[config.mk]
export PLATFORM = sky130hd
export DESIGN_NAME = sacm_ctrl
export DESIGN_NICKNAME = d
export VERILOG_FILES = /design/src/design/set_assoc_cache_mesi_lru_top_defines.svh /design/src/design/sacm_pkg.sv /design/src/design/sacm_ctrl.sv
export SDC_FILE = /design/constraint.sdc
export NUM_CORES = 1
export LEC_CHECK = 0
export BUFFER_PORTS_ARGS = -buffer_cell sky130_fd_sc_hd__buf_2
export CORE_AREA = 2 2 39 41
export DETAILED_ROUTE_END_ITERATION = 8
export DIE_AREA = 0 0 41 43
export HOLD_SLACK_MARGIN = 0.05
export PLACE_DENSITY = 0.43
export SETUP_SLACK_MARGIN = 0.05
export SLEW_MARGIN = 20
export SYNTH_ARGS = -nofsm -noshare
export SYNTH_HDL_FRONTEND = slang
export SYNTH_SLANG_ARGS = --single-unit
[constraint.sdc]
create_clock -name clk -period 2.5 [get_ports clk]
set_input_delay 0.5 -clock clk [delete_from_list [all_inputs] [get_ports clk]]
set_output_delay 0.5 -clock clk [all_outputs]
set_load 0.05 [all_outputs]
[src/design/set_assoc_cache_mesi_lru_top_defines.svh]
// ----------------------------------------------------------------------------
// set_assoc_cache_mesi_lru_top_defines
// assertion macros used by the cache datapath
// ----------------------------------------------------------------------------
`ifndef SET_ASSOC_CACHE_MESI_LRU_TOP_DEFINES_SVH
`define SET_ASSOC_CACHE_MESI_LRU_TOP_DEFINES_SVH

// same-cycle implication, disabled in reset
`define SACM_ASSERT_NOW(label, clk, rst, ante, cons, msg) \
  label: assert property (@(posedge clk) disable iff (rst) (ante) |-> (cons)) else $error(msg);

// next-cycle implication, disabled in reset
`define SACM_ASSERT_NEXT(label, clk, rst, ante, cons, msg) \
  label: assert property (@(posedge clk) disable iff (rst) (ante) |=> (cons)) else $error(msg);

`endif

[src/design/sacm_pkg.sv]
// ----------------------------------------------------------------------------
// sacm_pkg
// shared constants and controller/datapath interface types
// ----------------------------------------------------------------------------
package sacm_pkg;

  localparam int SETS_DEF        = 16384;
  localparam int WAYS_DEF        = 4;
  localparam int TAG_WIDTH_DEF   = 12;
  localparam int OFFSET_BITS_DEF = 6;

  // mesi line states
  localparam logic [1:0] MESI_I = 2'd0;
  localparam logic [1:0] MESI_S = 2'd1;
  localparam logic [1:0] MESI_E = 2'd2;
  localparam logic [1:0] MESI_M = 2'd3;

  // access kind
  localparam logic FUNC_READ  = 1'b0;
  localparam logic FUNC_WRITE = 1'b1;

  typedef struct packed {
    logic clr_we;
    logic load_in;
    logic step_mul;
    logic step_back;
    logic step_fix;
    logic upd;
  } ctrl_cmd_t;

  typedef struct packed {
    logic clr_last;
    logic out_free;
  } dp_stat_t;

endpackage

[src/design/sacm_ctrl.sv]
// ----------------------------------------------------------------------------
// sacm_ctrl
// sequencer: clearing pass, address split steps, lookup and update
// ----------------------------------------------------------------------------
module sacm_ctrl (
  input  logic                 clk,
  input  logic                 rst,
  input  logic                 in_valid,
  output logic                 in_stall,
  input  sacm_pkg::dp_stat_t   stat,
  output sacm_pkg::ctrl_cmd_t  cmd
);

  localparam logic [2:0] S_CLEAR = 3'd0;
  localparam logic [2:0] S_IDLE  = 3'd1;
  localparam logic [2:0] S_MUL   = 3'd2;
  localparam logic [2:0] S_BACK  = 3'd3;
  localparam logic [2:0] S_FIX   = 3'd4;
  localparam logic [2:0] S_UPD   = 3'd5;

  logic [2:0] state;
  logic [2:0] state_next;

  always_ff @(posedge clk) begin
    if (rst) begin
      state <= S_CLEAR;
    end else begin
      state <= state_next;
    end
  end

  always_comb begin
    state_next = state;
    cmd        = '0;
    unique case (state)
      S_CLEAR: begin
        cmd.clr_we = 1'b1;
        if (stat.clr_last) begin
          state_next = S_IDLE;
        end
      end
      S_IDLE: begin
        if (in_valid) begin
          cmd.load_in = 1'b1;
          state_next  = S_MUL;
        end
      end
      S_MUL: begin
        cmd.step_mul = 1'b1;
        state_next   = S_BACK;
      end
      S_BACK: begin
        cmd.step_back = 1'b1;
        state_next    = S_FIX;
      end
      S_FIX: begin
        cmd.step_fix = 1'b1;
        state_next   = S_UPD;
      end
      S_UPD: begin
        // hold until the result register can take the beat
        if (stat.out_free) begin
          cmd.upd    = 1'b1;
          state_next = S_IDLE;
        end
      end
      default: begin
        state_next = S_CLEAR;
      end
    endcase
  end

  assign in_stall = (state != S_IDLE);

endmodule

==> results.sh, run 1 <==
export IMPL_finalCritPeriodShare_pct=68.5
export IMPL_diodes=0
export IMPL_placed_cell_area_um2=241
export IMPL_io_buffers=11
export IMPL_timing_max_slew_rel_slack_pct=79.8
export IMPL_clock_fmax_mhz=584
export IMPL_grt_max_degree=11
export IMPL_die_area_um2=1760
export IMPL_grt_use_total_pct=6.52
export IMPL_synth_top_family_by_area="simple AND/OR/NAND/NOR gates"
export IMPL_yosysSeqAreaShare_pct=32.9
export IMPL_numCtsBuffers=3
export IMPL_syn_num_nets=30
export IMPL_post_synth_mux_area_share_pct=0
export IMPL_netlist_instances=25
export IMPL_power_total_uw=209
export IMPL_grt_pass1_vias=171
export IMPL_synth_xor_area_share_pct=0
export IMPL_grt_util_met3_pct=7.85
export IMPL_drc=0
export IMPL_ant_nets=0
export IMPL_cp_start_kind="flip-flop"
export IMPL_finalNonFillerCells=54
export IMPL_grt_pass1_wl_um=683
export IMPL_finalSetupViolCount=0
export IMPL_leakage_nw=0.129
export IMPL_hold_ws_ps=473
export IMPL_drv_slew=0
export IMPL_cts_resized=0
export IMPL_routed_via_density=3.96
export IMPL_power_density_nw_per_um2=782
export IMPL_cts_tree="done"
export IMPL_grt_setup_unrepaired="false"
export IMPL_final_util_pct=19.3
export IMPL_initial_core_util_pct=13.2
export IMPL_finalSetupTns_ps=0
export IMPL_setup_ws_ps=787
export IMPL_peakVddDrop_v=0.000288
export IMPL_switching_power_uw=80.1
export IMPL_grt_antenna_before_repair=0
export IMPL_placedCellCount=50
export IMPL_synth_avg_cell_area_um2=7.31
export IMPL_p_int_uw=129
export IMPL_grt_use_met1_pct=7.37
export IMPL_wl_um=441
export IMPL_crit_arrival_ps=1210
export IMPL_layout_commonest_cell="buf_2"
export IMPL_largest_registers="state: 3 flops"
export IMPL_dpl_hpwl_um=346
export IMPL_ys_ff_latch=3
export IMPL_die_h_um=43
export IMPL_clk_latency_ps=230
export IMPL_largest_register_ffs=3
export IMPL_status="complete, no violations"
export IMPL_finalHoldViolations=0
export IMPL_postCtsHoldBufs=0
export IMPL_required_ps=2000
export IMPL_fin_nets=44
export IMPL_fp_dieW_um=41
export IMPL_end_kind="output port"
export IMPL_synth_adder_area_share_pct=0
export IMPL_clkPwrFrac_pct=40.8
export IMPL_gpl_final_weighted_congestion=0.624
export IMPL_rows=14
export IMPL_finalInstanceArea_um2=268
export IMPL_comb_power_share_pct=30.3
export IMPL_gr_usage_met2_pct=6.56
export IMPL_synth_compound_area_share_pct=14.4
export IMPL_p_seq_share_pct=28.9
export IMPL_synth_top_area_share_pct=32.9
export IMPL_root_buffer="clkbuf_4"
export IMPL_final_cell_mix="buf_2, nor2_1, nor3_1, clkbuf_4, dfxtp_1"
export IMPL_regMostFlops="state"
export IMPL_wl_per_cell_um=8.17
export IMPL_ys_types=14
export IMPL_tightest_slew_ps=303
export IMPL_hold_path_class="in -> reg"
export IMPL_ys_warn_count=0
export IMPL_top_usage_layer="met3"
export IMPL_first_pass_iters=4
export IMPL_cts_buffer_depth=2
export IMPL_ys_top_cells_by_area="dfxtp_1, nor2_1, nor3_1, nand3b_1, buf_6"
export IMPL_vias=214
export IMPL_clkSinkCount=3
export IMPL_path_class="reg -> out"
export IMPL_clk_pin_slew_ps=40
export IMPL_fin_skew_ps=0.791
export IMPL_core_area_um2=1380
export IMPL_synth_simple_area_share_pct=39.7
export IMPL_pin_count=12
export IMPL_grt_overflow_total=0
export IMPL_drive_above_1_share_pct=36.8
export IMPL_cap_violations=0
export IMPL_synth_top_area_cell="dfxtp_1"
export IMPL_detailedPlace_worstSlack_ps=1000
export IMPL_syn_cell_area_um2=183
export IMPL_htreeDepth=1
export IMPL_switching_share_pct=38.2
export IMPL_area_growth_pct=46.6
export IMPL_drt_iter0_drc=5
export IMPL_post_cts_buffers=0
export IMPL_period_needed_ps=1710
export IMPL_cp_max_fo=10
[synth_stat cells]
library cell,n
o21a_1,1
a31oi_1,1
and3b_1,1
buf_6,1
inv_1,2
or4_1,1
nor2_1,5
nand3b_1,2
buf_2,1
o31ai_1,1
nand2_1,2
nor3_1,3
a21oi_1,1
dfxtp_1,3
[final cells by class]
class,count,area [µm²]
clock buffer,4,26.3
fill,161,1120
inverter,2,7.51
multi-input combinational,18,98.8
sequential,3,60.1
tap,16,20.0
timing repair buffer,11,55.1
[worst max-delay path: stages, from the launching register on]
cell      delay [ps]
dfxtp_1          480
nand3b_1         140
nor2_1            90
buf_2            260
[cell families after synthesis]
group / after synthesis
simple gates: 14
buf+inv: 4
flops: 3
compound gates: 4
[power by group through the flow]
stage / clock network (mW) / logic [mW] / registers (mW)
after floorplan: 0 / 0.0590 / 0.0553
after global placement: 0 / 0.0639 / 0.0611
after detailed placement: 0 / 0.0641 / 0.0612
after CTS: 0.0900 / 0.0642 / 0.0604
after global routing: 0.0974 / 0.0670 / 0.0612
final: 0.0855 / 0.0635 / 0.0605
[metal layers]
| metal | vias up | routed length [µm] |
|---|---|---|
| met4 | 0 | 0 |
| met5 | - | 0 |
| li1 | 112 | - |
| met1 | 92 | 195 |
| met3 | 0 | 46 |
| met2 | 10 | 200 |
[worst paths after layout]
check / startpoint / end / slack, ps / cells after the start
max: state[0]$_SDFFE_PP0P_ / cmd[4] / 790 / 3
min: rst / state[2]$_SDFFE_PP0P_ / 470 / 2
max reg2reg: state[0]$_SDFFE_PP0P_ / state[0]$_SDFFE_PP0P_ / 1410 / 2
min reg2reg: state[1]$_SDFFE_PP0P_ / state[0]$_SDFFE_PP0P_ / 530 / 1
No activity file was read; power rests on OpenSTA's default activity.
==> inputs of run 2 (changes only) <==
==> constraint.sdc (replaced) <==
create_clock -name clk -period 1.6 [get_ports clk]
set_input_delay 0.32 -clock clk [delete_from_list [all_inputs] [get_ports clk]]
set_output_delay 0.32 -clock clk [all_outputs]
set_load 0.05 [all_outputs]
==> results.sh, run 2 (synthesis results as in run 1) <==
export IMPL_status="complete, no violations"
export IMPL_drt_iter0_drc=2
export IMPL_met1_length_um=200
export IMPL_reg2reg_setup_slack_ps=560
export IMPL_peakVddDrop_v=0.000372
export IMPL_regMostFlops="state"
export IMPL_hold_ws_ps=279
export IMPL_ant_nets=0
export IMPL_numCtsBuffers=3
export IMPL_area_growth_pct=58.9
export IMPL_placed_cell_area_um2=249
export IMPL_first_pass_iters=2
export IMPL_fp_dieW_um=41
export IMPL_fill_cells=164
export IMPL_largest_register_ffs=3
export IMPL_fin_nets=44
export IMPL_startpoint="state[1]$_SDFFE_PP0P_"
export IMPL_io_buffers=11
export IMPL_die_h_um=43
export IMPL_grt_overflow_total=0
export IMPL_detailedPlace_worstSlack_ps=272
export IMPL_layout_commonest_cell="buf_2"
export IMPL_finalInstanceArea_um2=290
export IMPL_power_density_nw_per_um2=1170
export IMPL_cpPeakStageDelay_ps=350
export IMPL_wl_per_cell_um=8.46
export IMPL_final_cell_mix="buf_2, nor2_1, clkbuf_4, buf_4, nor3_1"
export IMPL_drive_above_1_share_pct=47.4
export IMPL_root_buffer="clkbuf_4"
export IMPL_initial_core_util_pct=13.2
export IMPL_cp_slowest_cell="dfxtp_1"
export IMPL_core_area_um2=1380
export IMPL_leakage_nw=0.131
export IMPL_htreeDepth=1
export IMPL_rr_endpoint="state[0]$_SDFFE_PP0P_"
export IMPL_cts_buffer_depth=2
export IMPL_wl_um=457
export IMPL_drc=0
export IMPL_finalNonFillerCells=54
export IMPL_cp_max_fo=6
export IMPL_grt_pass1_vias=162
export IMPL_clkSinkCount=3
export IMPL_pin_count=12
export IMPL_crit_arrival_ps=1110
export IMPL_fin_skew_ps=1.42
export IMPL_diodes=0
export IMPL_rows=14
export IMPL_clk_pin_slew_ps=40
export IMPL_power_total_uw=339
export IMPL_final_util_pct=21.0
export IMPL_regArea_um2=62.6
export IMPL_clk_latency_ps=230
export IMPL_grt_setup_unrepaired="false"
export IMPL_worstPathCellList="inv_2, nand3b_1, nor2_4, buf_4"
export IMPL_largest_registers="state: 3 flops"
export IMPL_routed_via_density=3.81
export IMPL_grt_antenna_before_repair=0
export IMPL_placedCellCount=50
export IMPL_gpl_final_weighted_congestion=0.684
export IMPL_wl_met3_um=66
export IMPL_r2r_cells=2
export IMPL_top_layer_used="met3"
export IMPL_period_needed_ps=1430
export IMPL_clock_fmax_mhz=697
export IMPL_drv_slew=0
export IMPL_finalSetupTns_ps=0
export IMPL_dr_wl_met2_um=191
export IMPL_vias=206
export IMPL_end_kind="output port"
export IMPL_hold_path_class="in -> reg"
export IMPL_finalSetupViolCount=0
export IMPL_endpoint="cmd[4]"
export IMPL_grt_use_total_pct=6.52
export IMPL_tightest_slew_ps=248
export IMPL_multiInputGateArea_um2=106
export IMPL_cap_violations=0
export IMPL_finalHoldViolations=0
export IMPL_finalCritPeriodShare_pct=89.6
export IMPL_reg2reg_from="state[0]$_SDFFE_PP0P_"
export IMPL_cp_start_kind="flip-flop"
export IMPL_dpl_hpwl_um=356
export IMPL_die_area_um2=1760
export IMPL_timing_max_slew_rel_slack_pct=83.6
export IMPL_setup_ws_ps=166
export IMPL_grt_max_degree=11
export IMPL_required_ps=1280
export IMPL_grt_pass1_wl_um=683
export IMPL_cts_tree="done"
export IMPL_path_class="reg -> out"
==> run 2: layout make-up <==
class | count | share of cell area (%)
inverter | 2 | 2.59
sequential | 3 | 21.6
tap | 16 | 6.90
multi-input combinational | 18 | 36.6
timing repair buffer | 11 | 23.3
clock buffer | 4 | 9.05
==> run 2: worst min-delay path by stage <==
stage	endpoint	start	cells after the start	slack, ps
finish	state[2]$_SDFFE_PP0P_	rst	2	280
detailed placement	state[0]$_SDFFE_PP0P_	state[1]$_SDFFE_PP0P_	1	530
floorplan	state[2]$_SDFFE_PP0P_	rst	1	390
global placement	state[2]$_SDFFE_PP0P_	rst	2	530
CTS	state[2]$_SDFFE_PP0P_	rst	2	280
global route	state[1]$_SDFFE_PP0P_	rst	2	280
==> run 2: what timing repair did <==
item | 4_1_cts | 5_1_grt
gates resized for setup | 2 | 9
endpoints found under the setup margin | 1 | 5
hold buffers | 0 | 0
buffers inserted | 0 | 0
==> run 2: power by group <==
part	switching, mW	internal [mW]
clock	0.0407	0.0935
combinational	0.0754	0.0328
sequential	0.0131	0.0829
total	0.129	0.209
==> run 2: routing by layer <==
| layer | global-route usage, % | vias to the layer above |
|---|---|---|
| li1 | - | 111 |
| met1 | 8.33 | 82 |
| met2 | 5.63 | 13 |
| met3 | 7.85 | 0 |
| met4 | 4.00 | 0 |
| met5 | 0 | - |
==> run 2: critical path, delay by kind of cell, from the launching register on <==
| family | cells | cell delay, ps |
|---|---|---|
| simple gates | 2 | 240 |
| flops | 1 | 350 |
| buf+inv | 2 | 290 |
==> inputs of run 3 (changes only) <==
--- a/config.mk
+++ b/config.mk
@@ -6,11 +6,13 @@
 export NUM_CORES = 1
 export LEC_CHECK = 0
 export BUFFER_PORTS_ARGS = -buffer_cell sky130_fd_sc_hd__buf_2
+export CELL_PAD_IN_SITES_DETAIL_PLACEMENT = 0
+export CELL_PAD_IN_SITES_GLOBAL_PLACEMENT = 1
 export CORE_AREA = 2 2 39 41
 export DETAILED_ROUTE_END_ITERATION = 8
 export DIE_AREA = 0 0 41 43
 export HOLD_SLACK_MARGIN = 0.05
-export PLACE_DENSITY = 0.43
+export PLACE_DENSITY = 0.54
 export SETUP_SLACK_MARGIN = 0.05
 export SLEW_MARGIN = 20
 export SYNTH_ARGS = -nofsm -noshare
==> results.sh, run 3 (synthesis results as in run 1) <==
export IMPL_wl_um=473
export IMPL_status="complete, no violations"
export IMPL_tightest_slew_ps=250
export IMPL_wl_per_cell_um=8.76
export IMPL_drv_slew=0
export IMPL_cap_violations=0
export IMPL_io_buffers=11
export IMPL_dpl_hpwl_um=374
export IMPL_clk_pin_slew_ps=40
export IMPL_finalCritPeriodShare_pct=89.8
export IMPL_routed_via_density=3.93
export IMPL_end_kind="output port"
export IMPL_drt_iter0_drc=2
export IMPL_root_buffer="clkbuf_4"
export IMPL_grt_max_degree=11
export IMPL_power_density_nw_per_um2=1200
export IMPL_final_util_pct=20.6
export IMPL_pin_count=12
export IMPL_die_h_um=43
export IMPL_largest_register_ffs=3
export IMPL_path_class="reg -> out"
export IMPL_timing_max_slew_rel_slack_pct=83.4
export IMPL_post_cts_buffers=0
export IMPL_first_pass_iters=4
export IMPL_regMostFlops="state"
export IMPL_cts_buffer_depth=2
export IMPL_cp_max_fo=6
export IMPL_final_cell_mix="buf_2, nor2_1, nor3_1, clkbuf_4, buf_4"
export IMPL_area_growth_pct=56.2
export IMPL_largest_registers="state: 3 flops"
export IMPL_cts_tree="done"
export IMPL_cp_start_kind="flip-flop"
export IMPL_vias=212
export IMPL_required_ps=1280
export IMPL_die_area_um2=1760
export IMPL_finalSetupViolCount=0
export IMPL_leakage_nw=0.132
export IMPL_grt_overflow_total=0
export IMPL_diodes=0
export IMPL_peakVddDrop_v=0.000259
export IMPL_rows=14
export IMPL_finalSetupTns_ps=0
export IMPL_clk_latency_ps=240
export IMPL_initial_core_util_pct=13.2
export IMPL_drive_above_1_share_pct=47.4
export IMPL_ant_nets=0
export IMPL_fin_skew_ps=2.38
export IMPL_clkSinkCount=3
export IMPL_gpl_final_weighted_congestion=0.575
export IMPL_grt_setup_unrepaired="false"
export IMPL_grt_antenna_before_repair=0
export IMPL_drc=0
export IMPL_fin_nets=44
export IMPL_htreeDepth=1
export IMPL_grt_use_total_pct=6.22
export IMPL_layout_commonest_cell="buf_2"
export IMPL_clock_fmax_mhz=696
export IMPL_grt_pass1_vias=194
export IMPL_period_needed_ps=1440
export IMPL_numCtsBuffers=3
export IMPL_fp_dieW_um=41
export IMPL_core_area_um2=1380
export IMPL_hold_path_class="in -> reg"
export IMPL_finalHoldViolations=0
export IMPL_grt_pass1_wl_um=703
export IMPL_crit_arrival_ps=1120
run 3: cell types whose count changed in the layout (fill, tap and decap cells not counted):
cell,previous run,this run
buf_2,6,8
buf_4,4,3
clkbuf_4,4,3
run 3: final timing paths:
check	slack [ps]	cells after the start	end	from
max reg2reg	540	2	state[0]$_SDFFE_PP0P_	state[0]$_SDFFE_PP0P_
min	290	2	state[2]$_SDFFE_PP0P_	rst
min reg2reg	510	1	state[1]$_SDFFE_PP0P_	state[2]$_SDFFE_PP0P_
max	160	4	cmd[4]	state[1]$_SDFFE_PP0P_
run 3: critical path, stage by stage (launching register included):
cell      delay (ps)
dfxtp_1          350
inv_2            100
nand3b_1         140
nor2_4           100
buf_4            190
run 3: cell type report:
class	instances	area [µm²]
clock buffers	4	26.3
fillers	165	1100
inverters	2	7.51
multi-input cells	18	106
flip-flops and latches	3	62.6
well taps	16	20.0
repair buffers	11	62.6
run 3: report_power, final:
part | internal (mW) | switching, mW | total (mW)
clock | 0.0937 | 0.0432 | 0.137
combinational | 0.0325 | 0.0762 | 0.109
sequential | 0.0828 | 0.0130 | 0.0958
total | 0.209 | 0.132 | 0.341
run 3: routing by layer:
| layer | GRT usage (%) | routed length, µm |
|---|---|---|
| met2 | 8.75 | 271 |
| met1 | 6.09 | 186 |
| met3 | 1.57 | 15 |
| met5 | 0 | 0 |
| met4 | 8.00 | 0 |
run 3: stage by stage:
stage	power, mW	hold WS [ps]	setup WS (ps)	instance area, µm²	cells
2_1_floorplan	0.182	392	-229	190	25
3_3_place_gp	0.201	537	264	249	50
3_5_place_dp	0.201	539	266	249	50
4_1_cts	0.341	294	59.6	279	54
5_1_grt	0.370	292	47.8	285	54
6_report	0.341	289	164	285	54
run 3: what timing repair did:
item,in CTS,in global routing
resized for setup,2,6
hold endpoints to repair,0,0
endpoints found under the setup margin,1,5
hold buffers,0,0
